--- config.mk ---
export PLATFORM = sky130hd
export DESIGN_NAME = cd_subcode_time_monitor_flat
export DESIGN_NICKNAME = d
export VERILOG_FILES = /design/src/rtl/cdstm_pkg.sv /design/src/rtl/cdstm_req_if.sv /design/src/rtl/cdstm_rsp_if.sv /design/src/rtl/cdstm_decode.sv /design/src/rtl/cd_subcode_time_monitor.sv /design/src/flat_wrapper.sv
export VERILOG_INCLUDE_DIRS = /design/src /design/src/rtl
export SDC_FILE = /design/constraint.sdc
export NUM_CORES = 1
export LEC_CHECK = 0
export BUFFER_PORTS_ARGS = -buffer_cell sky130_fd_sc_hd__buf_2
export CORE_UTILIZATION = 51
export DETAILED_ROUTE_END_ITERATION = 8
export PLACE_DENSITY = 0.77
export SYNTH_ARGS = -nofsm -noshare
export SYNTH_HDL_FRONTEND = slang
export SYNTH_SLANG_ARGS = --single-unit
--- constraint.sdc ---
create_clock -name clock -period 14.8 [get_ports clock]
set_input_delay 2.96 -clock clock [delete_from_list [all_inputs] [get_ports clock]]
set_output_delay 2.96 -clock clock [all_outputs]
set_load 0.1 [all_outputs]
--- src/rtl/assert_macros.svh ---
// ----------------------------------------------------------------------------
// assert_macros.svh
// assertion macros shared by the rtl, empty when SYNTHESIS is defined
// ----------------------------------------------------------------------------
`ifndef ASSERT_MACROS_SVH
`define ASSERT_MACROS_SVH

`ifndef SYNTHESIS

// same-cycle implication
`define ASSERT_IMPL(label, clk, rst, ante, cons) \
   label: assert property (@(posedge clk) disable iff (rst) (ante) |-> (cons)) \
      else $error("assertion failed");

// next-cycle implication
`define ASSERT_NEXT(label, clk, rst, ante, cons) \
   label: assert property (@(posedge clk) disable iff (rst) (ante) |=> (cons)) \
      else $error("assertion failed");

`else

`define ASSERT_IMPL(label, clk, rst, ante, cons)
`define ASSERT_NEXT(label, clk, rst, ante, cons)

`endif

`endif

--- src/rtl/cdstm_pkg.sv ---
// ----------------------------------------------------------------------------
// cdstm_pkg
// types, constants and decode helpers of the subcode time monitor
// ----------------------------------------------------------------------------
package cdstm_pkg;

   localparam int unsigned CsrAddrWidth = 3;
   localparam int unsigned CsrDataWidth = 32;

   localparam logic [3:0]  AdrMode1        = 4'd1;
   localparam logic [7:0]  TrackLeadIn     = 8'h00;
   localparam logic [7:0]  TrackLeadOut    = 8'haa;
   localparam logic [7:0]  SecLast         = 8'd59;
   localparam logic [7:0]  StuckLimitReset = 8'd75;
   localparam logic [15:0] CntMax          = 16'hffff;

   // register index of stuck_limit
   localparam logic RegStuckLimit = 1'b0;

   typedef enum logic [2:0] {
      EvAdvance    = 3'd0,
      EvJump       = 3'd1,
      EvStuck      = 3'd2,
      EvRepeat     = 3'd3,
      EvSessionEnd = 3'd4
   } cdstm_event_type;

   // decoded q frame
   typedef struct packed {
      logic       good;     // crc ok and mode 1 adr
      logic       lead;     // lead-in or lead-out track code
      logic [7:0] track;
      logic [7:0] rel_min;
      logic [7:0] rel_sec;
      logic [7:0] abs_min;
      logic [7:0] abs_sec;
   } cdstm_frame_type;

   function automatic logic [3:0] rev4(input logic [3:0] v);
      return {v[0], v[1], v[2], v[3]};
   endfunction

   // high*10 + low, 0..165 for any pattern
   function automatic logic [7:0] bcd_decode(input logic [7:0] raw);
      return {1'b0, raw[7:4], 3'b000} + {3'b000, raw[7:4], 1'b0} + {4'b0000, raw[3:0]};
   endfunction

endpackage

--- src/rtl/cdstm_req_if.sv ---
// ----------------------------------------------------------------------------
// cdstm_req_if
// q frame channel: valid/ready with the raw 80-bit frame and crc flag
// ----------------------------------------------------------------------------
interface cdstm_req_if;
   logic        valid;
   logic        ready;
   logic        crc_ok;
   logic [31:0] q_word0;
   logic [31:0] q_word1;
   logic [15:0] q_word2_high;

   modport source (
      output valid, crc_ok, q_word0, q_word1, q_word2_high,
      input  ready
   );
   modport sink (
      input  valid, crc_ok, q_word0, q_word1, q_word2_high,
      output ready
   );
endinterface

--- src/rtl/cdstm_rsp_if.sv ---
// ----------------------------------------------------------------------------
// cdstm_rsp_if
// result channel: valid/ready with event code, decoded times and counts
// ----------------------------------------------------------------------------
interface cdstm_rsp_if;
   logic        valid;
   logic        ready;
   logic [2:0]  event_res;
   logic [7:0]  track;
   logic [7:0]  rel_min;
   logic [7:0]  rel_sec;
   logic [7:0]  prev_track;
   logic [7:0]  prev_min;
   logic [7:0]  prev_sec;
   logic [15:0] jump_count;
   logic [15:0] stuck_count;

   modport source (
      output valid, event_res, track, rel_min, rel_sec,
             prev_track, prev_min, prev_sec, jump_count, stuck_count,
      input  ready
   );
   modport sink (
      input  valid, event_res, track, rel_min, rel_sec,
             prev_track, prev_min, prev_sec, jump_count, stuck_count,
      output ready
   );
endinterface

--- src/rtl/cdstm_decode.sv ---
// ----------------------------------------------------------------------------
// cdstm_decode
// q frame field decode: adr check, nibble reversal and bcd conversion
// ----------------------------------------------------------------------------
module cdstm_decode
   import cdstm_pkg::*;
(
   input  logic            crc_ok,
   input  logic [31:0]     q_word0,
   input  logic [31:0]     q_word1,
   input  logic [15:0]     q_word2_high,
   output cdstm_frame_type frame
);

   logic [7:0] raw_track;

   assign raw_track = {rev4(q_word0[23:20]), rev4(q_word0[19:16])};

   always_comb begin
      frame.good    = crc_ok && (rev4(q_word0[27:24]) == AdrMode1);
      frame.lead    = (raw_track == TrackLeadIn) || (raw_track == TrackLeadOut);
      frame.track   = bcd_decode(raw_track);
      frame.rel_min = bcd_decode({rev4(q_word0[7:4]), rev4(q_word0[3:0])});
      frame.rel_sec = bcd_decode({rev4(q_word1[31:28]), rev4(q_word1[27:24])});
      frame.abs_min = bcd_decode({rev4(q_word1[7:4]), rev4(q_word1[3:0])});
      frame.abs_sec = bcd_decode({rev4(q_word2_high[15:12]), rev4(q_word2_high[11:8])});
   end

endmodule

--- src/rtl/cd_subcode_time_monitor.sv ---
// ----------------------------------------------------------------------------
// cd_subcode_time_monitor
// checks q subcode absolute time for jumps and stuck timestamps per session
// ----------------------------------------------------------------------------
//
//  channel  direction  handshake          beat contents
//  req      in         valid/ready        crc flag + 80-bit raw q frame
//  rsp      out        valid/ready        event code, decoded times, counts
//  csr      in         apb (psel/penable) stuck_limit at byte address 0
//
//  one beat per cycle sustained while rsp takes results; a taken frame goes
//  to the input register, then through decode/compare into the result register
//  session state is updated in the same edge that loads the result register
//  dropped frames (bad crc, wrong adr, lead frame outside a session) pass
//  the pipe without a result beat
//  a stalled rsp holds the result; req stays ready while the input
//  register can move on at the same edge
//  synchronous active-high reset clears control and session state,
//  stuck_limit returns to 75; req is not ready while reset is high
//
`include "assert_macros.svh"

module cd_subcode_time_monitor
   import cdstm_pkg::*;
(
   input  logic                    clock,
   input  logic                    reset,
   cdstm_req_if.sink               req,
   cdstm_rsp_if.source             rsp,
   input  logic                    psel,
   input  logic                    penable,
   input  logic                    pwrite,
   input  logic [CsrAddrWidth-1:0] paddr,
   input  logic [CsrDataWidth-1:0] pwdata,
   output logic [CsrDataWidth-1:0] prdata,
   output logic                    pready
);

   // ------------------------------------------------------------------
   // configuration
   // ------------------------------------------------------------------
   logic       csr_write;
   logic       csr_hit;
   logic [7:0] stuck_limit_ff;

   assign pready    = 1'b1;
   assign csr_hit   = (paddr[2] == RegStuckLimit);
   assign csr_write = psel && penable && pwrite && pready;

   always_ff @(posedge clock) begin
      if (reset) begin
         stuck_limit_ff <= StuckLimitReset;
      end else if (csr_write && csr_hit) begin
         stuck_limit_ff <= pwdata[7:0];
      end
   end

   always_comb begin
      prdata = '0;
      if (csr_hit) begin
         prdata[7:0] = stuck_limit_ff;
      end
   end

   // ------------------------------------------------------------------
   // input register
   // ------------------------------------------------------------------
   logic        s1_valid_ff;
   logic        s1_crc_ok_ff;
   logic [31:0] s1_q_word0_ff;
   logic [31:0] s1_q_word1_ff;
   logic [15:0] s1_q_word2_high_ff;
   logic        out_free;
   logic        advance;

   // result slot is empty or being drained this cycle
   assign out_free  = !rsp.valid || rsp.ready;
   assign advance   = s1_valid_ff && out_free;
   assign req.ready = !reset && (!s1_valid_ff || advance);

   always_ff @(posedge clock) begin
      if (reset) begin
         s1_valid_ff <= 1'b0;
      end else if (req.ready) begin
         s1_valid_ff <= req.valid;
      end
   end

   always_ff @(posedge clock) begin
      if (req.valid && req.ready) begin
         s1_crc_ok_ff       <= req.crc_ok;
         s1_q_word0_ff      <= req.q_word0;
         s1_q_word1_ff      <= req.q_word1;
         s1_q_word2_high_ff <= req.q_word2_high;
      end
   end

   // ------------------------------------------------------------------
   // decode
   // ------------------------------------------------------------------
   cdstm_frame_type frame;

   cdstm_decode u_decode (
      .crc_ok       (s1_crc_ok_ff),
      .q_word0      (s1_q_word0_ff),
      .q_word1      (s1_q_word1_ff),
      .q_word2_high (s1_q_word2_high_ff),
      .frame        (frame)
   );

   // ------------------------------------------------------------------
   // session state and event logic
   // ------------------------------------------------------------------
   logic            in_program_ff,   in_program_in;
   logic [7:0]      last_track_ff,   last_track_in;
   logic [7:0]      last_rel_min_ff, last_rel_min_in;
   logic [7:0]      last_rel_sec_ff, last_rel_sec_in;
   logic [7:0]      last_abs_min_ff, last_abs_min_in;
   logic [7:0]      last_abs_sec_ff, last_abs_sec_in;
   logic [8:0]      repeat_count_ff, repeat_count_in;
   logic [15:0]     jumps_ff,        jumps_in;
   logic [15:0]     stucks_ff,       stucks_in;
   logic            produce;
   logic            time_moved;
   logic            jump;
   cdstm_event_type ev;

   // a lead frame outside a session is dropped like a bad frame
   assign produce    = frame.good && (!frame.lead || in_program_ff);
   assign time_moved = (frame.abs_min != last_abs_min_ff) ||
                       (frame.abs_sec != last_abs_sec_ff);

   // one-second step, with minute carry after second 59
   always_comb begin
      if (last_abs_sec_ff == SecLast) begin
         jump = (frame.abs_sec != '0) ||
                (({1'b0, last_abs_min_ff} + 9'd1) != {1'b0, frame.abs_min});
      end else begin
         jump = ({1'b0, last_abs_sec_ff} + 9'd1) != {1'b0, frame.abs_sec};
      end
   end

   always_comb begin
      in_program_in   = in_program_ff;
      last_track_in   = last_track_ff;
      last_rel_min_in = last_rel_min_ff;
      last_rel_sec_in = last_rel_sec_ff;
      last_abs_min_in = last_abs_min_ff;
      last_abs_sec_in = last_abs_sec_ff;
      repeat_count_in = repeat_count_ff;
      jumps_in        = jumps_ff;
      stucks_in       = stucks_ff;
      ev              = EvRepeat;

      if (frame.lead) begin
         // session end: report, then clear everything
         ev              = EvSessionEnd;
         in_program_in   = 1'b0;
         last_track_in   = '0;
         last_rel_min_in = '0;
         last_rel_sec_in = '0;
         last_abs_min_in = '0;
         last_abs_sec_in = '0;
         repeat_count_in = '0;
         jumps_in        = '0;
         stucks_in       = '0;
      end else begin
         in_program_in = 1'b1;
         if (time_moved) begin
            ev = jump ? EvJump : EvAdvance;
            if (jump && (jumps_ff != CntMax)) begin
               jumps_in = jumps_ff + 16'd1;
            end
            last_track_in   = frame.track;
            last_rel_min_in = frame.rel_min;
            last_rel_sec_in = frame.rel_sec;
            last_abs_min_in = frame.abs_min;
            last_abs_sec_in = frame.abs_sec;
            repeat_count_in = '0;
         end else if (repeat_count_ff <= {1'b0, stuck_limit_ff}) begin
            // count repeats up to limit+1, stuck reported once on reaching it
            repeat_count_in = repeat_count_ff + 9'd1;
            if (repeat_count_ff == {1'b0, stuck_limit_ff}) begin
               ev = EvStuck;
               if (stucks_ff != CntMax) begin
                  stucks_in = stucks_ff + 16'd1;
               end
            end
         end
      end
   end

   always_ff @(posedge clock) begin
      if (reset) begin
         in_program_ff   <= 1'b0;
         last_track_ff   <= '0;
         last_rel_min_ff <= '0;
         last_rel_sec_ff <= '0;
         last_abs_min_ff <= '0;
         last_abs_sec_ff <= '0;
         repeat_count_ff <= '0;
         jumps_ff        <= '0;
         stucks_ff       <= '0;
      end else if (advance && produce) begin
         in_program_ff   <= in_program_in;
         last_track_ff   <= last_track_in;
         last_rel_min_ff <= last_rel_min_in;
         last_rel_sec_ff <= last_rel_sec_in;
         last_abs_min_ff <= last_abs_min_in;
         last_abs_sec_ff <= last_abs_sec_in;
         repeat_count_ff <= repeat_count_in;
         jumps_ff        <= jumps_in;
         stucks_ff       <= stucks_in;
      end
   end

   // ------------------------------------------------------------------
   // result register
   // ------------------------------------------------------------------
   logic            rsp_valid_ff, rsp_valid_in;
   cdstm_event_type rsp_event_ff;
   logic [7:0]      rsp_track_ff;
   logic [7:0]      rsp_rel_min_ff;
   logic [7:0]      rsp_rel_sec_ff;
   logic [7:0]      rsp_prev_track_ff;
   logic [7:0]      rsp_prev_min_ff;
   logic [7:0]      rsp_prev_sec_ff;
   logic [15:0]     rsp_jump_count_ff;
   logic [15:0]     rsp_stuck_count_ff;

   assign rsp_valid_in = out_free ? (advance && produce) : rsp_valid_ff;

   always_ff @(posedge clock) begin
      if (reset) begin
         rsp_valid_ff <= 1'b0;
      end else begin
         rsp_valid_ff <= rsp_valid_in;
      end
   end

   // counts show the state after this frame, before any session clear
   always_ff @(posedge clock) begin
      if (advance && produce) begin
         rsp_event_ff       <= ev;
         rsp_track_ff       <= frame.track;
         rsp_rel_min_ff     <= frame.rel_min;
         rsp_rel_sec_ff     <= frame.rel_sec;
         rsp_prev_track_ff  <= last_track_ff;
         rsp_prev_min_ff    <= last_rel_min_ff;
         rsp_prev_sec_ff    <= last_rel_sec_ff;
         rsp_jump_count_ff  <= frame.lead ? jumps_ff : jumps_in;
         rsp_stuck_count_ff <= frame.lead ? stucks_ff : stucks_in;
      end
   end

   assign rsp.valid       = rsp_valid_ff;
   assign rsp.event_res   = rsp_event_ff;
   assign rsp.track       = rsp_track_ff;
   assign rsp.rel_min     = rsp_rel_min_ff;
   assign rsp.rel_sec     = rsp_rel_sec_ff;
   assign rsp.prev_track  = rsp_prev_track_ff;
   assign rsp.prev_min    = rsp_prev_min_ff;
   assign rsp.prev_sec    = rsp_prev_sec_ff;
   assign rsp.jump_count  = rsp_jump_count_ff;
   assign rsp.stuck_count = rsp_stuck_count_ff;

   // ------------------------------------------------------------------
   // assertions
   // ------------------------------------------------------------------
   logic frame_taken;
   logic session_idle;

   assign frame_taken  = advance && produce;
   assign session_idle = !in_program_ff && (jumps_ff == '0) && (stucks_ff == '0);

   // a held frame in the input register is never lost
   `ASSERT_NEXT(a_s1_hold, clock, reset, s1_valid_ff && !advance, s1_valid_ff)
   // a session end leaves the session cleared
   `ASSERT_NEXT(a_end_clear, clock, reset, frame_taken && frame.lead, session_idle)
   // every frame that produces a result fills the result register
   `ASSERT_NEXT(a_rsp_follows, clock, reset, frame_taken, rsp_valid_ff)
   // a program frame opens or keeps the session
   `ASSERT_NEXT(a_in_session, clock, reset, frame_taken && !frame.lead, in_program_ff)

endmodule

--- src/flat_wrapper.sv ---
// flat-port wrapper written by rule: the top's interface ports become plain ports
module cd_subcode_time_monitor_flat import cdstm_pkg::*;
  (clock, reset, psel, penable, pwrite, paddr, pwdata, prdata, pready, req_valid, req_crc_ok, req_q_word0, req_q_word1, req_q_word2_high, req_ready, rsp_valid, rsp_event_res, rsp_track, rsp_rel_min, rsp_rel_sec, rsp_prev_track, rsp_prev_min, rsp_prev_sec, rsp_jump_count, rsp_stuck_count, rsp_ready);
  cdstm_req_if req_i ();
  cdstm_rsp_if rsp_i ();
  input  logic clock;
  input  logic reset;
  input  logic psel;
  input  logic penable;
  input  logic pwrite;
  input  logic [CsrAddrWidth-1:0] paddr;
  input  logic [CsrDataWidth-1:0] pwdata;
  output logic [CsrDataWidth-1:0] prdata;
  output logic pready;
  input wire logic [$bits(req_i.valid)-1:0] req_valid;
  input wire logic [$bits(req_i.crc_ok)-1:0] req_crc_ok;
  input wire logic [$bits(req_i.q_word0)-1:0] req_q_word0;
  input wire logic [$bits(req_i.q_word1)-1:0] req_q_word1;
  input wire logic [$bits(req_i.q_word2_high)-1:0] req_q_word2_high;
  output wire logic [$bits(req_i.ready)-1:0] req_ready;
  output wire logic [$bits(rsp_i.valid)-1:0] rsp_valid;
  output wire logic [$bits(rsp_i.event_res)-1:0] rsp_event_res;
  output wire logic [$bits(rsp_i.track)-1:0] rsp_track;
  output wire logic [$bits(rsp_i.rel_min)-1:0] rsp_rel_min;
  output wire logic [$bits(rsp_i.rel_sec)-1:0] rsp_rel_sec;
  output wire logic [$bits(rsp_i.prev_track)-1:0] rsp_prev_track;
  output wire logic [$bits(rsp_i.prev_min)-1:0] rsp_prev_min;
  output wire logic [$bits(rsp_i.prev_sec)-1:0] rsp_prev_sec;
  output wire logic [$bits(rsp_i.jump_count)-1:0] rsp_jump_count;
  output wire logic [$bits(rsp_i.stuck_count)-1:0] rsp_stuck_count;
  input wire logic [$bits(rsp_i.ready)-1:0] rsp_ready;
  assign req_i.valid = req_valid;
  assign req_i.crc_ok = req_crc_ok;
  assign req_i.q_word0 = req_q_word0;
  assign req_i.q_word1 = req_q_word1;
  assign req_i.q_word2_high = req_q_word2_high;
  assign req_ready = req_i.ready;
  assign rsp_valid = rsp_i.valid;
  assign rsp_event_res = rsp_i.event_res;
  assign rsp_track = rsp_i.track;
  assign rsp_rel_min = rsp_i.rel_min;
  assign rsp_rel_sec = rsp_i.rel_sec;
  assign rsp_prev_track = rsp_i.prev_track;
  assign rsp_prev_min = rsp_i.prev_min;
  assign rsp_prev_sec = rsp_i.prev_sec;
  assign rsp_jump_count = rsp_i.jump_count;
  assign rsp_stuck_count = rsp_i.stuck_count;
  assign rsp_i.ready = rsp_ready;
  cd_subcode_time_monitor u_core (.clock(clock), .reset(reset), .req(req_i), .rsp(rsp_i), .psel(psel), .penable(penable), .pwrite(pwrite), .paddr(paddr), .pwdata(pwdata), .prdata(prdata), .pready(pready));
endmodule
* Word level (Yosys, flattened, before mapping)
Cells that the tools add are included.
** Storage, ports and cells
- Flip-flop bits (word level) :: 252
- Latch bits :: 0
- Bits in writable memories :: 0
- ROM bits :: 0
- Word-level logic and storage cells :: 108
- Memories :: 0
** Cells by class
- Add/subtract/negate cells :: 15
- Multiply operators :: 0
- Divide/modulo/power cells :: 0
- Magnitude comparators :: 1
- Eq/ne operators :: 10
- Shift-type cells :: 0
- Multiplexer cells :: 30
- Bitwise logic cells :: 1
- Reduce and logical (&&, ||, !) cells :: 26
** Operator list (count)
- $mux W16 :: 10
- $mux W8 :: 11
- $add A7 B5 Y8 :: 5
- $add A8 B4 Y8 :: 5
- $add A16 B1 Y16 const B :: 2
- $ne A16 B16 Y1 const B :: 2
- $mux W9 :: 3
- $add A8 B1 Y9 const B :: 2
- $ne A9 B8 Y1 :: 2
- $ne A8 B8 Y1 :: 2
- $logic_and A1 B1 Y1 :: 10
- $add A9 B1 Y9 const B :: 1
- $eq A9 B8 Y1 :: 1
- $le A9 B8 Y1 :: 1
- $eq A8 B6 Y1 const B :: 1
- $eq A8 B8 Y1 const B :: 1
- $logic_not A8 Y1 :: 1
- $reduce_bool A8 Y1 :: 1
- $logic_or A1 B1 Y1 :: 6
- $mux W3 :: 2
- $eq A4 B1 Y1 const B :: 1
- $logic_not A1 Y1 :: 4
- $mux W1 :: 4
- $reduce_and A2 Y1 :: 2
- other kinds (3) :: 3

* Longest topological paths before layout
Gate-level depths: netlist of the first run.
- Word-level depth :: 10
- Mapped depth :: 13
- Depth with buffers taken out :: 12

* Modules after synthesis
From an unflattened synthesis of the first run, not the netlist that was laid out.
** Unflattened totals
- Cells, all modules :: 1023
- Area total of the unflattened synthesis :: 11826.3 um^2
** By module, submodules not included
- cd_subcode_time_monitor :: times used 1, cells an instance 887, area each 10672.7 um^2, seq. area each 6766.5 um^2
- cdstm_decode :: times used 1, cells an instance 136, area each 1153.6 um^2, seq. area each 0.0 um^2

* Least setup slack after synthesis of the first run
No wires, ideal clock.
- Path type :: input-to-output
- Start :: input port reset
- End :: output port req_ready
- Arrival time :: 4.794 ns
- Required time :: 11.840 ns
- Setup slack :: 7.046 ns
- Stages :: 3
- Path buffers :: 2
- Path through :: clkbuf_1 clkbuf_1 a21oi_1
** Between the ends
- Cells in the longest elaborated chain, start to end :: 2
** Ends and longest elaborated chain
- start, declared :: RTL line flat_wrapper.sv:7 : input logic reset;
- $logic_not A1 Y1 :: RTL line cd_subcode_time_monitor.sv:79 : assign req.ready = !reset && (!s1_valid_ff || advance);
- $logic_and A1 B1 Y1 :: RTL line cd_subcode_time_monitor.sv:79
- end, declared :: RTL line flat_wrapper.sv:20 : output wire logic [$bits(req_i.ready)-1:0] req_ready;
No other way between the ends.

* Final worst setup path of the first run
Ends and elaborated chain as after synthesis.

==> impl_results.md, run 1 <==
* Initial antenna violation count at 0
* Max Buffers Root-to-Sink at 3
* Synth cell count leaders: edfxtp_1, dfxtp_1, nand2_1
* Synth unique cells at 69
* Clock tree sinks at 220
* CP Data Required Time at 11840 ps
* Hold path cells at 0
* Max-slew headroom at 22.81%
* Top-count cell post-synth: edfxtp_1
* Total GRT Usage at 20.98%
* Hold Startpoint: u_core.last_rel_sec_ff[6]$_SDFFE_PP0P_
* Slew Viols, Final at 0
* Mapped Cells at 933
* Layout area overhead at 16.42%
* WP data arrival at 4060 ps
* TritonRoute pass-1 iters at 5
* Max cap viols at 0
* Post-synthesis cell area at 0.01062 mm^2
* DRC Markers at 0
* Vias per cell at 5.697
* Asr flop ratio synth at 0%
* Clk_lat worst skew at 520 ps
* Clk slew on worst S/H paths at 60 ps
* DR vias at 7777
* Cell taking the most area after synthesis: edfxtp_1
* FF+latch count, synth at 220
* Antenna cells at 0
* Post-CTS Setup Bufs at 0
* Pwr/cell area at 118.3 mW/mm^2
* Resized cells post-CTS at 0
* Number of buffers created by CTS at 24
* Gpl congestion at 0.8465
* Worst-path fanout max at 43
* Setup TNS Final at 0 ps
* Post-synth EDFFs at 128
* Worst r2r path cells at 11
* Worst Tran Pin Value at 1146 ps
* Unrepaired setup endpoints after global routing: no
* Hold Path End: u_core.rsp.prev_sec[6]$_DFFE_PP_
* Vias in the first global route at 7272
* Clock Skew at 12.63 ps
* Design Area, Final at 0.01237 mm^2
* Fin crit period at 7024 ps
* Post-synth top area share at 36.18%
* Die area at 0.02141 mm^2
* CP endpoint kind: primary output
* Largest net degree at the start of global routing at 66
* R2R setup slack at 10520 ps
* Worst hold path class: reg2reg
* Ys Warns at 0
* Final wirelength at 22310 um
* Status: finished clean
* Initial DRC Count at 505
* DP Wirelength at 14800 um
* Design Power at 1.463 mW
* Core Area at 0.02030 mm^2
* CTS tree: yes
* Hold_ws at 432.4 ps
* Final Net Count at 1258
* Initial core utilization at 52.34%
* Root Buffer: clkbuf_16
* Crit path kind: in2out
* Worst R2R Start: u_core.s1_q_word2_high_ff[13]$_DFFE_PP_
* Period utilization at 47.46%
* Final Hold Fails at 0
* Post-cts hold buffer count at 0
* Max Fclk at 0.1424 GHz
* Pre-CTS WS at 7781 ps
* Placed Area at 0.01154 mm^2
* P_leak at 4.982 nW
* Dominant synthesized flop cell: edfxtp_1
* Grt total ovfl at 0
* Die width at 146.3 um
* Avg Cell Area, Syn at 11.39 um^2
* FF-to-FF End: u_core.rsp.jump_count[1]$_DFFE_PP_
* Routed Antenna Nets at 0
* I/O Buffers at 153
* First-pass GRT wire length at 36480 um
* Final setup margin at 7776 ps
* H-tree depth at 1
* Peak VDD IR at 0.07919 mV
* Sequential area share after synthesis at 53.52%
* Io pins at 241
* Chip Height at 146.3 um
* Cell Rows at 52
* Critical path launch point type: input pin
* Wirelength per Cell at 16.35 um
* Top post-synthesis cells by area: edfxtp_1, dfxtp_1, ha_1
* Final setup fails at 0
* Share of layout cells above drive strength 1 at 20.64%
-- cell families (layout without fill, tap and decap cells) --
logic type,count (synthesis),in the layout,share of synthesized area [%]
muxes,5,5,0.5182
and+or+nand+nor,303,303,15.65
buffers and inverters,86,225,4.098
DFF,220,220,53.52
xor gates and xnor gates,71,71,6.336
adders and majority gates,58,58,7.537
AOI/OAI and AO/OA,188,188,12.27
other,2,25,0.07069
-- area by class of cell --
type                    instances  area, um^2
inverters                      18       68.82
flip-flops and latches        220        5685
fillers                      1675        7931
repair buffers                163       840.8
clock inverters                13       182.7
clock buffers                  31       646.9
well taps                     270       337.8
multi-input cells             650        4606
-- per-stage QoR --
| stage | utilization, % | std cells |
|---|---|---|
| after floorplan | - | 956 |
| after global placement | 56.84 | 1321 |
| after detailed placement | 56.84 | 1321 |
| after CTS | 60.93 | 1365 |
| after global routing | 60.93 | 1365 |
| final | 60.93 | 1365 |
-- worst max-delay path, stage by stage --
cell	delay, ps
buf_2	100
buf_4	280
a21oi_1	240
buf_2	460
-- power by group --
| part | leakage [nW] | internal [mW] | switching, mW |
|---|---|---|---|
| combinational | 2.61 | 0.0579 | 0.112 |
| sequential | 1.96 | 0.662 | 0.0100 |
| clock | 0.408 | 0.380 | 0.241 |
-- worst max-delay path by stage --
stage | from | end | slack [ps] | depth (start not counted)
floorplan | reset | req_ready | 7050 | 3
global placement | reset | req_ready | 7840 | 4
detailed placement | reset | req_ready | 7780 | 4
CTS | reset | req_ready | 7780 | 4
global route | reset | req_ready | 7720 | 4
finish | reset | req_ready | 7780 | 4
-- layout by cell type, fill, tap and decap left out, types with 10 or more instances in the layout --
cell         n
xor2_1      35
a21oi_1     47
a22o_1      37
dfxtp_1     92
clkbuf_16   24
and3_1      20
buf_4       10
nor4_1      14
a31oi_1     12
nand4_1     24
nand3_1     45
a21o_1      11
inv_1       16
conb_1      25
nor3_1      26
edfxtp_1   128
nand2_1     64
or4_1       10
nor2_1      40
xnor2_1     31
o21ai_0     24
fa_1        10
buf_2      153
ha_1        48
-- per-layer routing --
layer / GRT usage [%] / vias up / part of all wire, %
li1: - / 3765 / -
met1: 27.63 / 3734 / 43
met2: 35.83 / 238 / 49
met3: 2.813 / 40 / 4.9
met4: 6.771 / 0 / 2.3
met5: 0 / - / 0
-- flip-flops by register name, indices dropped and copies added (netlist names), 9 cells and up --
signal / cells
u_core.stucks_ff: 16
u_core.s1_q_word0_ff: 20
u_core.repeat_count_ff: 9
u_core.jumps_ff: 16
u_core.s1_q_word1_ff: 16
u_core.rsp.jump_count: 16
u_core.rsp.stuck_count: 16
No activity file was read; power rests on OpenSTA's default activity.
==> run 2, diff against run 1 <==
--- a/config.mk
+++ b/config.mk
@@ -6,10 +6,11 @@
 export SDC_FILE = /design/constraint.sdc
 export NUM_CORES = 1
 export LEC_CHECK = 0
+export ABC_AREA = 1
 export BUFFER_PORTS_ARGS = -buffer_cell sky130_fd_sc_hd__buf_2
 export CORE_UTILIZATION = 51
 export DETAILED_ROUTE_END_ITERATION = 8
-export PLACE_DENSITY = 0.77
+export PLACE_DENSITY = 0.76
 export SYNTH_ARGS = -nofsm -noshare
 export SYNTH_HDL_FRONTEND = slang
 export SYNTH_SLANG_ARGS = --single-unit
==> constraint.sdc (replaced) <==
create_clock -name clock -period 6.9 [get_ports clock]
set_input_delay 1.38 -clock clock [delete_from_list [all_inputs] [get_ports clock]]
set_output_delay 1.38 -clock clock [all_outputs]
set_load 0.1 [all_outputs]
==> run 2 against run 1 <==
  * Routed wire length is 10% higher
  * Count of clock-buffer cells in the layout shrank 5
  * First-iteration DRC count is 17% higher
  * Combinational power increased by 76%
  * Global-route usage is 0.65 points higher
==> impl_results.md, run 2 <==
* Status: finished clean
* Worst R2R Start: u_core.s1_q_word0_ff[20]$_DFFE_PP_
* Routed Antenna Nets at 0
* Top-count cell post-synth: nand2_1
* P_leak at 5.236 nW
* Fin crit period at 4076 ps
* Most flop-heavy register: u_core.s1_q_word0_ff
* Initial antenna violation count at 3
* Max-slew headroom at 21.19%
* Post-route insts no fill at 1714
* Peak VDD IR at 0.1720 mV
* TritonRoute pass-1 iters at 5
* Worst r2r path cells at 9
* DR vias at 9081
* Cell taking the most area after synthesis: edfxtp_1
* Max Buffers Root-to-Sink at 3
* Unrepaired setup endpoints after global routing: no
* First-pass GRT wire length at 39260 um
* Asr flop ratio synth at 0%
* Setup crit end: req_ready
* Slew Viols, Final at 0
* Post-synth EDFFs at 128
* Worst-path fanout max at 40
* Post-synthesis cell area at 0.01131 mm^2
* Filler cell count at 1927
* Resized cells post-CTS at 0
* Dominant synthesized flop cell: edfxtp_1
* Io pins at 241
* Root Buffer: clkbuf_16
* Avg Cell Area, Syn at 8.905 um^2
* Clk slew on worst S/H paths at 60 ps
* Die area at 0.02278 mm^2
* Max reg flops at 20
* Final wirelength at 24600 um
* Clock tree sinks at 220
* Crit path kind: in2out
* Placed Cells at 1668
* CTS tree: yes
* Setup TNS Final at 0 ps
* Post-synth top area share at 33.99%
* Post-cts hold buffer count at 0
* Final setup fails at 0
* Share of layout cells above drive strength 1 at 17.40%
* Gpl congestion at 0.9079
* Core Area at 0.02176 mm^2
* Period utilization at 59.08%
* Total GRT Usage at 21.63%
* Sequential area share after synthesis at 50.27%
* Final Net Count at 1595
* Max Fclk at 0.2453 GHz
* Clock Skew at 25.56 ps
* FF-to-FF End: u_core.last_abs_sec_ff[5]$_SDFFE_PP0P_
* Hold path cells at 0
* CP endpoint kind: primary output
* DP Wirelength at 17230 um
* Clk_lat worst skew at 520 ps
* Worst Tran Pin Value at 1172 ps
* FF+latch count, synth at 220
* Critical path launch point type: input pin
* Number of buffers created by CTS at 24
* Final Hold Fails at 0
* CP Data Required Time at 5520 ps
* Crit. Startpoint: reset
* I/O Buffers at 153
* Pre-CTS WS at 2380 ps
* WP data arrival at 2700 ps
* Most common cell after layout, fill and taps aside: nand2_1
* DRC Markers at 0
* Top post-synthesis cells by area: edfxtp_1, dfxtp_1, nand2_1
* Synth cell count leaders: nand2_1, edfxtp_1, inv_1
* Cell Rows at 54
* H-tree depth at 1
* Most frequent cells in the layout: nand2_1, buf_2, edfxtp_1
* Mapped Cells at 1270
* Worst hold path class: reg2reg
* Chip Height at 150.9 um
* Pwr/cell area at 233.3 mW/mm^2
* Synth unique cells at 48
* Vias per cell at 5.298
* Die width at 150.9 um
* Max cap viols at 0
* Vias in the first global route at 8282
* R2R setup slack at 2840 ps
* Wirelength per Cell at 14.35 um
* Largest net degree at the start of global routing at 79
* Initial DRC Count at 591
* Fin util at 59.71%
* Hold_ws at 431.0 ps
* Grt total ovfl at 0
* Ys Warns at 0
* Layout area overhead at 14.86%
* Initial core utilization at 51.98%
* Final setup margin at 2824 ps
* Post-CTS Setup Bufs at 0
-- run 2: cell count changes after synthesis, sizes merged, moves of 29 or more --
| cell | before | now |
|---|---|---|
| nand2 | 65 | 281 |
| inv | 17 | 129 |
| o21ai | 25 | 115 |
| nand3 | 45 | 123 |
| a21oi | 48 | 91 |
| nor2 | 40 | 83 |
| a22o | 37 | 0 |
| xnor2 | 33 | 4 |
-- run 2: worst min-delay path by stage --
stage                                                       from                               end  slack [ps]
after floorplan           u_core.last_rel_min_ff[0]$_SDFFE_PP0P_  u_core.rsp.prev_min[0]$_DFFE_PP_         410
after global placement    u_core.last_rel_sec_ff[6]$_SDFFE_PP0P_  u_core.rsp.prev_sec[6]$_DFFE_PP_         410
after detailed placement  u_core.last_rel_sec_ff[7]$_SDFFE_PP0P_  u_core.rsp.prev_sec[7]$_DFFE_PP_         420
after CTS                 u_core.last_rel_sec_ff[7]$_SDFFE_PP0P_  u_core.rsp.prev_sec[7]$_DFFE_PP_         430
after global routing      u_core.last_rel_sec_ff[5]$_SDFFE_PP0P_  u_core.rsp.prev_sec[5]$_DFFE_PP_         440
final                     u_core.last_rel_sec_ff[7]$_SDFFE_PP0P_  u_core.rsp.prev_sec[7]$_DFFE_PP_         430
-- run 2: kinds of logic after synthesis --
kind of cell,after synthesis,synth area share [%]
xor gates and xnor gates,27,2.224
DFF,220,50.27
adders and majority gates,58,7.080
buffers and inverters,193,7.833
AOI/OAI and AO/OA,229,11.01
other,2,0.06640
and+or+nand+nor,541,21.52
-- run 2: metrics by stage --
stage | instance area (um^2) | total power, mW
2_1_floorplan | 11400 | 1.691
3_3_place_gp | 12170 | 1.736
3_5_place_dp | 12170 | 1.743
4_1_cts | 12980 | 3.056
5_1_grt | 12990 | 3.140
6_report | 12990 | 3.030
-- run 2: worst max-delay path, cell delays in order --
cell and delay, ps:
buf_2 640, inv_1 130, nand2_1 180, inv_1 50, buf_2 290
-- run 2: power breakdown --
group	switching (mW)	leakage (nW)	total (mW)	internal, mW
sequential	0.0113	1.90	1.42	1.41
combinational	0.221	2.94	0.300	0.0792
clock	0.516	0.404	1.31	0.797
-- run 2: metal layers --
| layer | track usage [%] | part of all wire [%] | routed length (um) | up-vias |
|---|---|---|---|---|
| met4 | 6.650 | 2.1 | 516 | 0 |
| met1 | 28.30 | 45 | 10990 | 4248 |
| li1 | - | - | - | 4562 |
| met3 | 2.952 | 4.8 | 1182 | 39 |
| met2 | 37.09 | 48 | 11910 | 232 |
| met5 | 0 | 0 | 0 | - |
-- run 2: area by class of cell --
type	instances	area [um^2]	area share, %
sequential	220	5685	43.77
multi-input combinational	880	4838	37.25
timing repair buffer	157	795.8	6.126
clock buffer	26	618.1	4.758
inverter	131	495.5	3.814
tap	280	350.3	2.697
clock inverter	17	198.9	1.531
antenna	3	7.507	0.05779
==> run 3, diff against run 2 <==
==> constraint.sdc (replaced) <==
create_clock -name clock -period 4.2 [get_ports clock]
set_input_delay 0.84 -clock clock [delete_from_list [all_inputs] [get_ports clock]]
set_output_delay 0.84 -clock clock [all_outputs]
set_load 0.1 [all_outputs]
==> run 3 against run 2 <==
  * The flow now finishes with violations (design-rule violations)
  * Routed wire length rose by 0.83%
  * Sequential share of layout area shrank 0.21 points
  * Sequential power grew 64%
  * Hold slack worse by 1.9 ps
  * Largest power group unchanged
  * Core utilization rose by 0.29 points
  * Highest routed layer unchanged
  * Clock power up 66%
  * Total power rose by 65%
  * Via count about the same
  * Combinational power increased by 66%
==> impl_results.md, run 3 (synthesis gave the netlist of run 2 again) <==
* DRC Markers at 1
* Root Buffer: clkbuf_16
* Unrepaired setup endpoints after global routing: no
* Largest net degree at the start of global routing at 130
* Post-cts hold buffer count at 0
* Clk pwr share at 43.6%
* Critical path launch point type: flip-flop
* Routed Antenna Nets at 0
* WP data arrival at 3820 ps
* Post-CTS Setup Bufs at 0
* Max-slew headroom at 19.18%
* H-tree depth at 1
* DR vias at 9072
* Number of buffers created by CTS at 24
* Fin crit period at 3579 ps
* Clk_lat worst skew at 530 ps
* Setup TNS Final at 0 ps
* Final Net Count at 1599
* Vias in the first global route at 8196
* Combinational power share at 10.0%
* Status: finished with violations
* Fin util at 60.00%
* Critical path's top delay family: simple AND/OR/NAND/NOR gates
* Crit path kind: reg2reg
* Clock tree sinks at 220
* CP Data Required Time at 4450 ps
* Wirelength per Cell at 14.44 um
* Max cap viols at 0
* Share of layout cells above drive strength 1 at 17.41%
* Initial DRC Count at 583
* Max Buffers Root-to-Sink at 3
* I/O Buffers at 153
* Layout area overhead at 15.41%
* Critical-path top delay cell: fa_1
* Buf/Inv on CP at 2
* Clock Skew at 17.06 ps
* Total GRT Usage at 21.49%
* P_sw at 1.224 mW
* Gpl congestion at 0.8808
* P_leak at 5.261 nW
* Pint at 3.786 mW
* Hold_ws at 429.1 ps
* Cell Chain, Critical Path: fa_1 > inv_1 > fa_1 > inv_1 > nand3_1 > nand2_1 > nand2_1 > nand2_1 > nand2_1 > nand3_2 > nor2_4 > nand2_4 > nand3_4 > nor2_4 > nand3_1 > nand3_1 > o21ai_0
* Die width at 150.9 um
* Io pins at 241
* Peak VDD IR at 0.3261 mV
* Cell Rows at 54
* CTS tree: yes
* Most common cell after layout, fill and taps aside: nand2_1
* TritonRoute pass-1 iters at 7
* Design Power at 5.011 mW
* Worst Tran Pin Value at 1202 ps
* Vias per cell at 5.281
* Worst hold path class: reg2reg
* Core Area at 0.02176 mm^2
* Worst-path fanout max at 18
* DP Wirelength at 17290 um
* Most frequent cells in the layout: nand2_1, buf_2, edfxtp_1
* CP endpoint kind: flip-flop
* Slew Viols, Final at 0
* Initial antenna violation count at 2
* Filler cell count at 1863
* CP most frequent cell: nand2_1
* Final setup fails at 0
* Grt total ovfl at 0
* Max Fclk at 0.2794 GHz
* Period utilization at 85.22%
* Seq pwr share at 46.5%
* Pwr/cell area at 383.9 mW/mm^2
* Max reg flops at 20
* Chip Height at 150.9 um
* Die area at 0.02278 mm^2
* Final wirelength at 24800 um
* Failing checks: design-rule violations
* Resized cells post-CTS at 0
* Clk slew on worst S/H paths at 60 ps
* Most flop-heavy register: u_core.s1_q_word0_ff
* Initial core utilization at 51.98%
* Crit-path max cell delay at 550 ps
* Net Sw Frac at 24.44%
* Final Hold Fails at 0
* First-pass GRT wire length at 39270 um
[run 3: cell types whose count changed in the layout (fill, tap and decap cells not counted), moves of 2 or more]
cell      previous run  this run
buf_12               0         2
buf_4                4         7
clkbuf_1             1         7
clkbuf_8             1         4
clkinv_1             4         2
clkinv_2             8         3
[run 3: final cells by class]
class / instances / area [um^2] / area share (%)
sequential: 220 / 5685 / 43.56
clock buffer: 36 / 706.9 / 5.416
tap: 280 / 350.3 / 2.684
multi-input combinational: 880 / 4838 / 37.07
inverter: 131 / 495.5 / 3.796
timing repair buffer: 161 / 853.3 / 6.538
antenna: 2 / 5.005 / 0.03834
clock inverter: 8 / 117.6 / 0.9011
[run 3: final timing paths]
path,start,to,slack (ps),cells after the start
min,u_core.last_rel_sec_ff[5]$_SDFFE_PP0P_,u_core.rsp.prev_sec[5]$_DFFE_PP_,430,0
min reg2reg,u_core.last_rel_sec_ff[5]$_SDFFE_PP0P_,u_core.rsp.prev_sec[5]$_DFFE_PP_,430,0
max,u_core.s1_q_word2_high_ff[13]$_DFFE_PP_,u_core.rsp.jump_count[2]$_DFFE_PP_,620,17
max reg2reg,u_core.s1_q_word2_high_ff[13]$_DFFE_PP_,u_core.rsp.jump_count[2]$_DFFE_PP_,620,17
[run 3: per-layer routing]
layer  track usage (%)  vias up  share of wire [%]
li1                  -     4580                  -
met1             27.81     4208                 44
met2             36.70      233                 48
met3             3.163       51                4.9
met4             7.350        0                2.7
met5                 0        -                  0
[run 3: stage by stage]
step	cell area (um^2)	worst slack, ps	instances
2_1_floorplan	11400	493.7	1293
3_3_place_gp	12220	737.2	1672
3_5_place_dp	12220	657.6	1672
4_1_cts	13050	648.7	1716
5_1_grt	13050	344.5	1718
6_report	13050	620.9	1718
[run 3: power by group through the flow]
stage	Clock (mW)	Sequential, mW	Combinational [mW]
after floorplan	0	2.39	0.389
after global placement	0	2.37	0.482
after detailed placement	0	2.37	0.492
after CTS	2.22	2.33	0.496
after global routing	2.31	2.33	0.547
final	2.18	2.33	0.499
